### src/rtl/frfc_pkg.sv
// Package for the fragment reassembly frame cache: constants and codes.
// No dependencies.
package frfc_pkg;
  localparam int CACHE_DEPTH_DEF = 8;
  localparam int BITMAP_BITS = 32;
  localparam logic [1:0] ACT_FRAG  = 2'd0;
  localparam logic [1:0] ACT_WHOLE = 2'd1;
  localparam logic [1:0] ACT_READ  = 2'd2;
  localparam logic [1:0] ACT_NOP   = 2'd3;
  localparam logic [1:0] REG_FSZ   = 2'd0;
  localparam logic [1:0] REG_CAP   = 2'd1;
  localparam logic [1:0] REG_PRE   = 2'd2;
  localparam logic [15:0] FSZ_RESET = 16'd1400;
  localparam logic [23:0] CAP_RESET = 24'd1048576;
  localparam logic [3:0]  PRE_RESET = 4'd3;
endpackage

### src/rtl/frfc_div.sv
// Restoring divider, one quotient bit per cycle, ceiling of 24b by 16b.
// Depends on nothing but itself.
module frfc_div (
  input  logic        clk,
  input  logic        rst,
  input  logic        start,
  input  logic [23:0] dividend,
  input  logic [15:0] divisor,
  output logic        done,
  output logic [15:0] quot_sat
);
  logic [23:0] q;
  logic [16:0] rem;
  logic [15:0] dvs;
  logic [4:0]  cnt;
  logic        busy;
  logic [16:0] trial;
  logic [24:0] qc;

  assign trial = {rem[15:0], q[23]};
  assign qc = {1'b0, q} + {24'd0, (rem != 17'd0)};
  assign quot_sat = (qc > 25'd65535) ? 16'hFFFF : qc[15:0];

  // One shift-subtract step a cycle
  always_ff @(posedge clk) begin
    if (rst) begin
      busy <= 1'b0;
      done <= 1'b0;
      cnt  <= '0;
    end else begin
      done <= 1'b0;
      if (start) begin
        busy <= 1'b1;
        q    <= dividend;
        rem  <= '0;
        dvs  <= (divisor == 16'd0) ? 16'd1 : divisor;
        cnt  <= 5'd24;
      end else if (busy) begin
        if (trial >= {1'b0, dvs}) begin
          rem <= trial - {1'b0, dvs};
          q   <= {q[22:0], 1'b1};
        end else begin
          rem <= trial;
          q   <= {q[22:0], 1'b0};
        end
        cnt <= cnt - 5'd1;
        if (cnt == 5'd1) begin
          busy <= 1'b0;
          done <= 1'b1;
        end
      end
    end
  end
endmodule

### src/rtl/frfc_ring.sv
// Descriptor ring memory: length and sequence per slot, one write and one
// registered read port. Depends on frfc_pkg for nothing but sizing by parameter.
module frfc_ring #(
  parameter int CACHE_DEPTH = frfc_pkg::CACHE_DEPTH_DEF,
  localparam int AW = (CACHE_DEPTH > 1) ? $clog2(CACHE_DEPTH) : 1
) (
  input  logic          clk,
  input  logic          we,
  input  logic [AW-1:0] waddr,
  input  logic [39:0]   wdata,
  input  logic [AW-1:0] raddr,
  output logic [39:0]   rdata
);
  logic [39:0] mem [CACHE_DEPTH];

  // Write port and registered read port
  always_ff @(posedge clk) begin
    if (we) begin
      mem[waddr] <= wdata;
    end
    rdata <= mem[raddr];
  end
endmodule

### src/rtl/fragment_reassembly_frame_cache_unit.sv
// Top level of the fragment reassembly frame cache.
// Depends on frfc_pkg, frfc_div, frfc_ring.
//
//  channel | signals                         | direction
//  in      | in_valid/in_ready + 6 fields    | input
//  out     | out_valid/out_ready + 12 fields | output
//  cfg     | cfg_we, cfg_index, cfg_data     | input
//
// One transaction at a time. After an accept, a first fragment passes S_DIV
// (24-step divider), S_FRAG, S_OUT; a read S_RDWAIT, S_READ (registered
// ring memory read), S_OUT; other fragments and whole frames S_FRAG, S_OUT;
// a no-op S_OUT. The result waits in an output register; a new transaction
// is taken once it is delivered. Synchronous reset, no clearing pass.
module fragment_reassembly_frame_cache_unit #(
  parameter int CACHE_DEPTH = frfc_pkg::CACHE_DEPTH_DEF,
  localparam int AW = (CACHE_DEPTH > 1) ? $clog2(CACHE_DEPTH) : 1,
  localparam int CW = $clog2(CACHE_DEPTH + 1)
) (
  input  logic        clk,
  input  logic        rst,
  input  logic        cfg_we,
  input  logic [1:0]  cfg_index,
  input  logic [23:0] cfg_data,
  input  logic        in_valid,
  output logic        in_ready,
  input  logic [1:0]  action,
  input  logic [15:0] seqnum,
  input  logic        first_flag,
  input  logic [23:0] frame_bytes,
  input  logic [15:0] frag_pos,
  input  logic [15:0] payload_len,
  output logic        out_valid,
  input  logic        out_ready,
  output logic        accepted,
  output logic [23:0] store_offset,
  output logic        frame_done,
  output logic [2:0]  done_slot,
  output logic [23:0] done_size,
  output logic        read_valid,
  output logic [2:0]  read_slot,
  output logic [23:0] read_size,
  output logic [15:0] read_seq,
  output logic        prefilling,
  output logic [31:0] dropped_total,
  output logic [31:0] received_total
);
  typedef enum logic [2:0] {S_IDLE, S_DIV, S_FRAG, S_RDWAIT, S_READ, S_OUT} state_t;
  state_t state;

  // configuration
  logic [15:0] fsz_reg;
  logic [23:0] cap_reg;
  logic [3:0]  pre_reg;
  always_ff @(posedge clk) begin
    if (rst) begin
      fsz_reg <= frfc_pkg::FSZ_RESET;
      cap_reg <= frfc_pkg::CAP_RESET;
      pre_reg <= frfc_pkg::PRE_RESET;
    end else if (cfg_we) begin
      case (cfg_index)
        frfc_pkg::REG_FSZ: fsz_reg <= cfg_data[15:0];
        frfc_pkg::REG_CAP: cap_reg <= cfg_data;
        frfc_pkg::REG_PRE: pre_reg <= cfg_data[3:0];
        default: ;
      endcase
    end
  end

  // captured transaction
  logic [1:0]  act;
  logic [15:0] seq_q, idx_q, plen_q;

  // divider, started at the accept edge with the incoming frame size
  logic        div_start, div_done;
  logic [15:0] div_q;
  frfc_div u_div (
    .clk(clk), .rst(rst), .start(div_start), .dividend(frame_bytes),
    .divisor(fsz_reg), .done(div_done), .quot_sat(div_q)
  );

  // ring memory
  logic          mem_we;
  logic [AW-1:0] mem_waddr;
  logic [39:0]   mem_wdata, mem_rdata;
  logic [AW-1:0] head_ptr, tail_ptr;
  frfc_ring #(.CACHE_DEPTH(CACHE_DEPTH)) u_ring (
    .clk(clk), .we(mem_we), .waddr(mem_waddr), .wdata(mem_wdata),
    .raddr(head_ptr), .rdata(mem_rdata)
  );

  // reassembly state
  logic        assembling;
  logic [15:0] current_seq, expected_frags, got_frags;
  logic [23:0] got_bytes;
  logic [31:0] seen_bitmap;
  logic [CACHE_DEPTH-1:0] slot_full;
  logic [CW-1:0] fill_count;
  logic        buffering_flag;
  logic [31:0] drop_counter, recv_counter;

  // offset product, registered at capture then used in S_FRAG
  logic [15:0] fsz_eff;
  logic [31:0] off_q;
  assign fsz_eff = (fsz_reg == 16'd0) ? 16'd1 : fsz_reg;

  // combinational evaluation of a fragment with current state
  logic        go, fit, in_map;
  logic [32:0] end_pos;
  logic [15:0] gf_new;
  logic [23:0] gb_new;
  logic        complete;
  assign in_map = idx_q < 16'(frfc_pkg::BITMAP_BITS);
  assign go = assembling && (current_seq == seq_q) &&
              !(in_map && seen_bitmap[idx_q[4:0]]);
  assign end_pos = {1'b0, off_q} + {17'd0, plen_q};
  assign fit = end_pos <= {9'd0, cap_reg};
  assign gf_new = fit ? got_frags + 16'd1 : got_frags;
  assign gb_new = fit ? got_bytes + {8'd0, plen_q} : got_bytes;
  assign complete = go && (gf_new == expected_frags);

  // cache insert evaluation
  logic        ins_req;
  logic [23:0] ins_len;
  logic        evict, ins_ok;
  logic [CW-1:0] fc_after_evict, fc_after;
  assign evict = fill_count >= CW'(CACHE_DEPTH);
  assign ins_ok = ins_len <= cap_reg;
  assign fc_after_evict = evict ? fill_count - CW'(1) : fill_count;
  assign fc_after = fc_after_evict + (ins_ok ? CW'(1) : CW'(0));

  function automatic logic [AW-1:0] ptr_inc(input logic [AW-1:0] p);
    ptr_inc = (p == AW'(CACHE_DEPTH - 1)) ? '0 : p + AW'(1);
  endfunction

  always_comb begin
    ins_req = 1'b0;
    ins_len = {8'd0, plen_q};
    if (state == S_FRAG && act == frfc_pkg::ACT_FRAG) begin
      ins_req = complete;
      ins_len = gb_new;
    end else if (state == S_FRAG && act == frfc_pkg::ACT_WHOLE) begin
      ins_req = 1'b1;
    end
  end

  assign mem_we    = ins_req && ins_ok;
  assign mem_waddr = tail_ptr;
  assign mem_wdata = {seq_q, ins_len};

  assign in_ready  = (state == S_IDLE);
  assign out_valid = (state == S_OUT);
  assign div_start = (state == S_IDLE) && in_valid &&
                     action == frfc_pkg::ACT_FRAG && first_flag;

  // main sequencer
  always_ff @(posedge clk) begin
    if (rst) begin
      state <= S_IDLE;
      assembling <= 1'b0;
      current_seq <= '0;
      expected_frags <= '0;
      got_frags <= '0;
      got_bytes <= '0;
      seen_bitmap <= '0;
      slot_full <= '0;
      head_ptr <= '0;
      tail_ptr <= '0;
      fill_count <= '0;
      buffering_flag <= 1'b1;
      drop_counter <= '0;
      recv_counter <= '0;
      act <= frfc_pkg::ACT_NOP;
    end else begin
      case (state)
        S_IDLE: begin
          if (in_valid) begin
            act <= action;
            seq_q <= seqnum;
            idx_q <= frag_pos;
            plen_q <= payload_len;
            off_q <= frag_pos * fsz_eff;
            accepted <= 1'b0;
            store_offset <= '0;
            frame_done <= 1'b0;
            done_slot <= '0;
            done_size <= '0;
            read_valid <= 1'b0;
            read_slot <= '0;
            read_size <= '0;
            read_seq <= '0;
            case (action)
              frfc_pkg::ACT_FRAG:  state <= first_flag ? S_DIV : S_FRAG;
              frfc_pkg::ACT_WHOLE: state <= S_FRAG;
              frfc_pkg::ACT_READ:  state <= S_RDWAIT;
              default:             state <= S_OUT;
            endcase
          end
        end
        S_DIV: begin
          if (div_done) begin
            if (assembling && current_seq != seq_q) drop_counter <= drop_counter + 32'd1;
            current_seq <= seq_q;
            got_bytes <= '0;
            got_frags <= '0;
            seen_bitmap <= '0;
            expected_frags <= div_q;
            assembling <= 1'b1;
            state <= S_FRAG;
          end
        end
        S_FRAG: begin
          if (act == frfc_pkg::ACT_FRAG && go) begin
            if (fit) begin
              accepted <= 1'b1;
              store_offset <= off_q[23:0];
              got_bytes <= gb_new;
              got_frags <= gf_new;
              if (in_map) seen_bitmap[idx_q[4:0]] <= 1'b1;
            end
            if (complete) begin
              assembling <= 1'b0;
              recv_counter <= recv_counter + 32'd1;
            end
          end
          if (act == frfc_pkg::ACT_WHOLE) recv_counter <= recv_counter + 32'd1;
          if (ins_req) begin
            logic [CACHE_DEPTH-1:0] sf;
            sf = slot_full;
            if (evict) begin
              sf[head_ptr] = 1'b0;
              head_ptr <= ptr_inc(head_ptr);
              drop_counter <= drop_counter + 32'd1;
            end
            if (ins_ok) begin
              sf[tail_ptr] = 1'b1;
              tail_ptr <= ptr_inc(tail_ptr);
              frame_done <= 1'b1;
              done_slot <= 3'(tail_ptr);
              done_size <= ins_len;
              if (buffering_flag && {4'd0, fc_after} >= {{CW{1'b0}}, pre_reg})
                buffering_flag <= 1'b0;
            end
            slot_full <= sf;
            fill_count <= fc_after;
          end
          state <= S_OUT;
        end
        S_RDWAIT: state <= S_READ;
        S_READ: begin
          if (!buffering_flag && fill_count != '0 && slot_full[head_ptr]) begin
            read_valid <= 1'b1;
            read_slot <= 3'(head_ptr);
            read_size <= mem_rdata[23:0];
            read_seq <= mem_rdata[39:24];
            slot_full[head_ptr] <= 1'b0;
            head_ptr <= ptr_inc(head_ptr);
            fill_count <= fill_count - CW'(1);
          end
          state <= S_OUT;
        end
        S_OUT: begin
          if (out_ready) state <= S_IDLE;
        end
        default: state <= S_IDLE;
      endcase
    end
  end

  assign prefilling = buffering_flag;
  assign dropped_total = drop_counter;
  assign received_total = recv_counter;
endmodule

### config.mk
export PLATFORM = sky130hd
export DESIGN_NAME = fragment_reassembly_frame_cache_unit
export DESIGN_NICKNAME = d
export VERILOG_FILES = /design/src/rtl/frfc_pkg.sv /design/src/rtl/frfc_div.sv /design/src/rtl/frfc_ring.sv /design/src/rtl/fragment_reassembly_frame_cache_unit.sv
export SDC_FILE = /design/constraint.sdc
export NUM_CORES = 2
export LEC_CHECK = 0
export CAP_MARGIN = 20
export CORE_UTILIZATION = 65
export DETAILED_ROUTE_END_ITERATION = 7
export DONT_BUFFER_PORTS = 1
export PLACE_DENSITY = 0.86
export SYNTH_ARGS = -nofsm -noshare
export SYNTH_HDL_FRONTEND = slang
export SYNTH_SLANG_ARGS = --single-unit
### constraint.sdc
create_clock -name clk -period 12.8 [get_ports clk]
set_input_delay 2.56 -clock clk [delete_from_list [all_inputs] [get_ports clk]]
set_output_delay 2.56 -clock clk [all_outputs]
set_load 0.01 [all_outputs]
==> results.py <==
metrics = {
    "floorplan": {
        "row_count": 95,
        "io_pins": 270,
        "die_y_um": 264.6,
        "coreArea_um2": 67750,
        "dieWidth_um": 264.6,
        "initial_core_util_pct": 66.18,
        "die-area_um2": 70030,
    },
    "grt": {
        "grtUsageMet3_pct": 8.351,
        "antenna_found_initial": 12,
        "busiest_layer": "met2",
        "grt_pass1_vias": 32640,
        "track_usage_pct": 33.73,
        "grt_max_degree": 200,
        "use_met1_pct": 41.74,
        "grt-ovfl-total": 0,
        "use_met2_pct": 56.33,
        "grt_pass1_wl_um": 182600,
    },
    "worst_setup_path": {
        "worstSetupStartpointType": "flip-flop",
        "slowest_stage": "nor2_4",
        "cpPeakStageDelay_ns": 0.84,
        "cp-end-kind": "flip-flop",
        "regToRegSetupSlack_ns": 1.85,
        "arrival_ns": 11.28,
        "cp_num_buf_inv": 1,
        "worstSetupPathType": "reg2reg",
        "path_max_fanout": 27,
        "critPathTopFamily": "simple AND/OR/NAND/NOR gates",
        "required_ns": 13.13,
    },
    "final_layout": {
        "nFillCells": 4496,
        "fin_util_pct": 71.51,
        "final_common_cell": "edfxtp_1",
        "largest_register_ffs": 320,
        "layout-drive-gt1-share_pct": 6.481,
        "reg_top3": "u_ring.mem (320), u_ring.rdata (40)",
        "layout_common_cells": "edfxtp_1 (554), nand2_1 (494), inv_1 (323)",
        "synthToLayoutAreaGrowth_pct": 8.054,
        "num-nets-final": 4587,
        "top_register": "u_ring.mem",
        "final_area_um2": 48450,
    },
    "route": {
        "drt_first_pass_iters": 8,
        "via_count": 32880,
        "drtIter0Drc": 3890,
        "post_drt_wl_per_cell_um": 23.64,
        "drt.antenna.violating_nets": 0,
        "drt_wl_total_um": 118600,
        "remaining_drc_errors": 0,
        "drt-vias-per-instance": 6.557,
    },
    "clock_network": {
        "cts-root-buf": "clkbuf_16",
        "htree_levels": 3,
        "cts_buffers": 84,
        "cts_tree": "yes",
        "clk_path_buf_depth": 3,
        "post_cts.repair.setup_buffers": 0,
        "clk_latency_ns": 0.68,
        "path_clk_slew_ns": 0.06,
        "clock_sinks": 838,
        "ctsHoldBuffers": 0,
        "cts_resized": 0,
    },
    "power_and_ir_drop": {
        "ir_drop_mv": 0.2117,
        "power_switching_mw": 2.439,
        "p_int_mw": 5.382,
        "p_leak_nw": 18.50,
        "combPwrFrac_pct": 27.6,
        "clkPwrFrac_pct": 32.1,
        "power.density_nw_per_um2": 161.4,
        "p_sw_share_pct": 31.19,
        "pwr-share-seq_pct": 40.3,
    },
    "sta": {
        "hold_viol_final": 0,
        "period_needed_ns": 10.95,
        "min_period_over_period_pct": 85.56,
        "finalSetupTns_ns": 0,
        "slew_viol_final": 0,
        "grt_setup_unrepaired": "no",
        "maxClockFrequency_mhz": 91.31,
        "slew_headroom_pct": 21.39,
        "finalWorstSetupSlack_ns": 1.848,
        "fin_worst_skew_ns": 0.05821,
        "worst_slew_pin_slew_ns": 1.149,
        "finalSetupViolations": 0,
    },
    "synthesis": {
        "netlist.area_leader.share_pct": 37.10,
        "ys_ff_latch": 838,
        "post-synth-top-area-cell": "edfxtp_1",
        "synth_flop_cell": "edfxtp_1",
        "syn_avg_cell_area_um2": 10.77,
        "synth_cell_types": 86,
        "syn-num-nets": 4685,
        "ys_seq_area_share_pct": 49.79,
        "synthTopCellsByArea": "edfxtp_1 (37%), dfxtp_1 (13%), fa_1 (8.8%)",
        "synthArstFlopShare_pct": 0,
        "synth_edf_count": 554,
        "syn-instance-count": 4162,
        "yosys_warnings": 0,
        "netlist_area_um2": 44840,
    },
    "job": {
        "maxCapViolations": 0,
    },
    "worst_hold_path": {
        "hold_path_class": "reg2reg",
    },
    "placement": {
        "hpwl_um": 79730,
        "detailed_place.area_um2": 45520,
        "place_congestion": 0.9726,
        "dp_worst_setup_slack_ns": 2.023,
        "numPortBuffers": 0,
    },
    "status": {
        "outcome": "complete, no violations",
    },
}
synthesized netlist by cell type, drive strengths merged, types with 7 or more instances:
cell type,number
edfxtp,554
nand2,495
inv,324
dfxtp,284
a21oi,250
nor2,229
ha,220
clkbuf,205
fa,197
a22oi,174
and2,156
o21ai,104
nand4,99
xnor2,95
nand3,80
and3,65
nor3,58
xor2,44
or3,36
a31oi,34
nor2b,33
a21o,29
buf,28
nor4,23
or2,22
or4,22
a211oi,20
o21a,20
nand2b,19
o211ai,19
o31ai,18
mux2,16
o311ai,16
o41ai,14
and4,13
mux2i,13
nor3b,12
o21bai,12
mux4,9
a21boi,8
a31o,8
a32oi,8
a2111oi,7
through the flow:
stage,hold WS [ns],instances,total power [mW]
floorplan,0.4315,4162,4.810
global placement,0.4395,4847,5.225
detailed placement,0.4443,4847,5.313
CTS,0.4560,5004,7.799
global route,0.4725,5011,8.189
finish,0.4553,5015,7.821
layer usage:
metal | vias to the layer above | share of wire, %
li1 | 14610 | -
met5 | - | 0.080
met2 | 1837 | 48
met4 | 16 | 4.4
met1 | 16050 | 37
met3 | 367 | 10
path summary, 6_finish.rpt:
kind,start,end,cells past startpoint
worst min register to register,cap_reg[6],cap_reg[6],2
worst min-delay path,cap_reg[6],cap_reg[6],2
worst max-delay path,plen_q[0],u_ring.mem[7][20],37
worst max register to register,plen_q[0],u_ring.mem[7][20],37
worst min-delay path, cell delays in order, from the launching register on:
cell and delay, ns:
dfxtp_1 0.30, nand2_1 0.05, a21oi_1 0.05
power by group through the flow:
stage / Combinational, mW / Clock (mW) / Sequential, mW
after floorplan: 1.65 / 0 / 3.16
after global placement: 2.02 / 0 / 3.20
after detailed placement: 2.11 / 0 / 3.21
after CTS: 2.13 / 2.52 / 3.15
after global routing: 2.40 / 2.63 / 3.16
final: 2.16 / 2.51 / 3.15
cells by family after synthesis:
group                      share of synthesized area [%]
DFF                                                49.79
buffers and inverters                              4.727
and+or+nand+nor                                    15.16
adders and majority gates                          14.94
xor gates and xnor gates                           2.715
AOI/OAI and AO/OA                                  11.53
muxes                                              1.144
area by class of cell:
class	count	area, µm²	area share [%]
flip-flops and latches	838	22320	46.07
multi-input cells	2765	20550	42.41
clock buffers	118	2361	4.873
inverters	326	1224	2.526
well taps	873	1092	2.255
clock inverters	39	474.2	0.9788
repair buffers	49	407.9	0.8419
diodes	7	17.52	0.03616
Note: power is estimated with default switching activity, not from simulation.
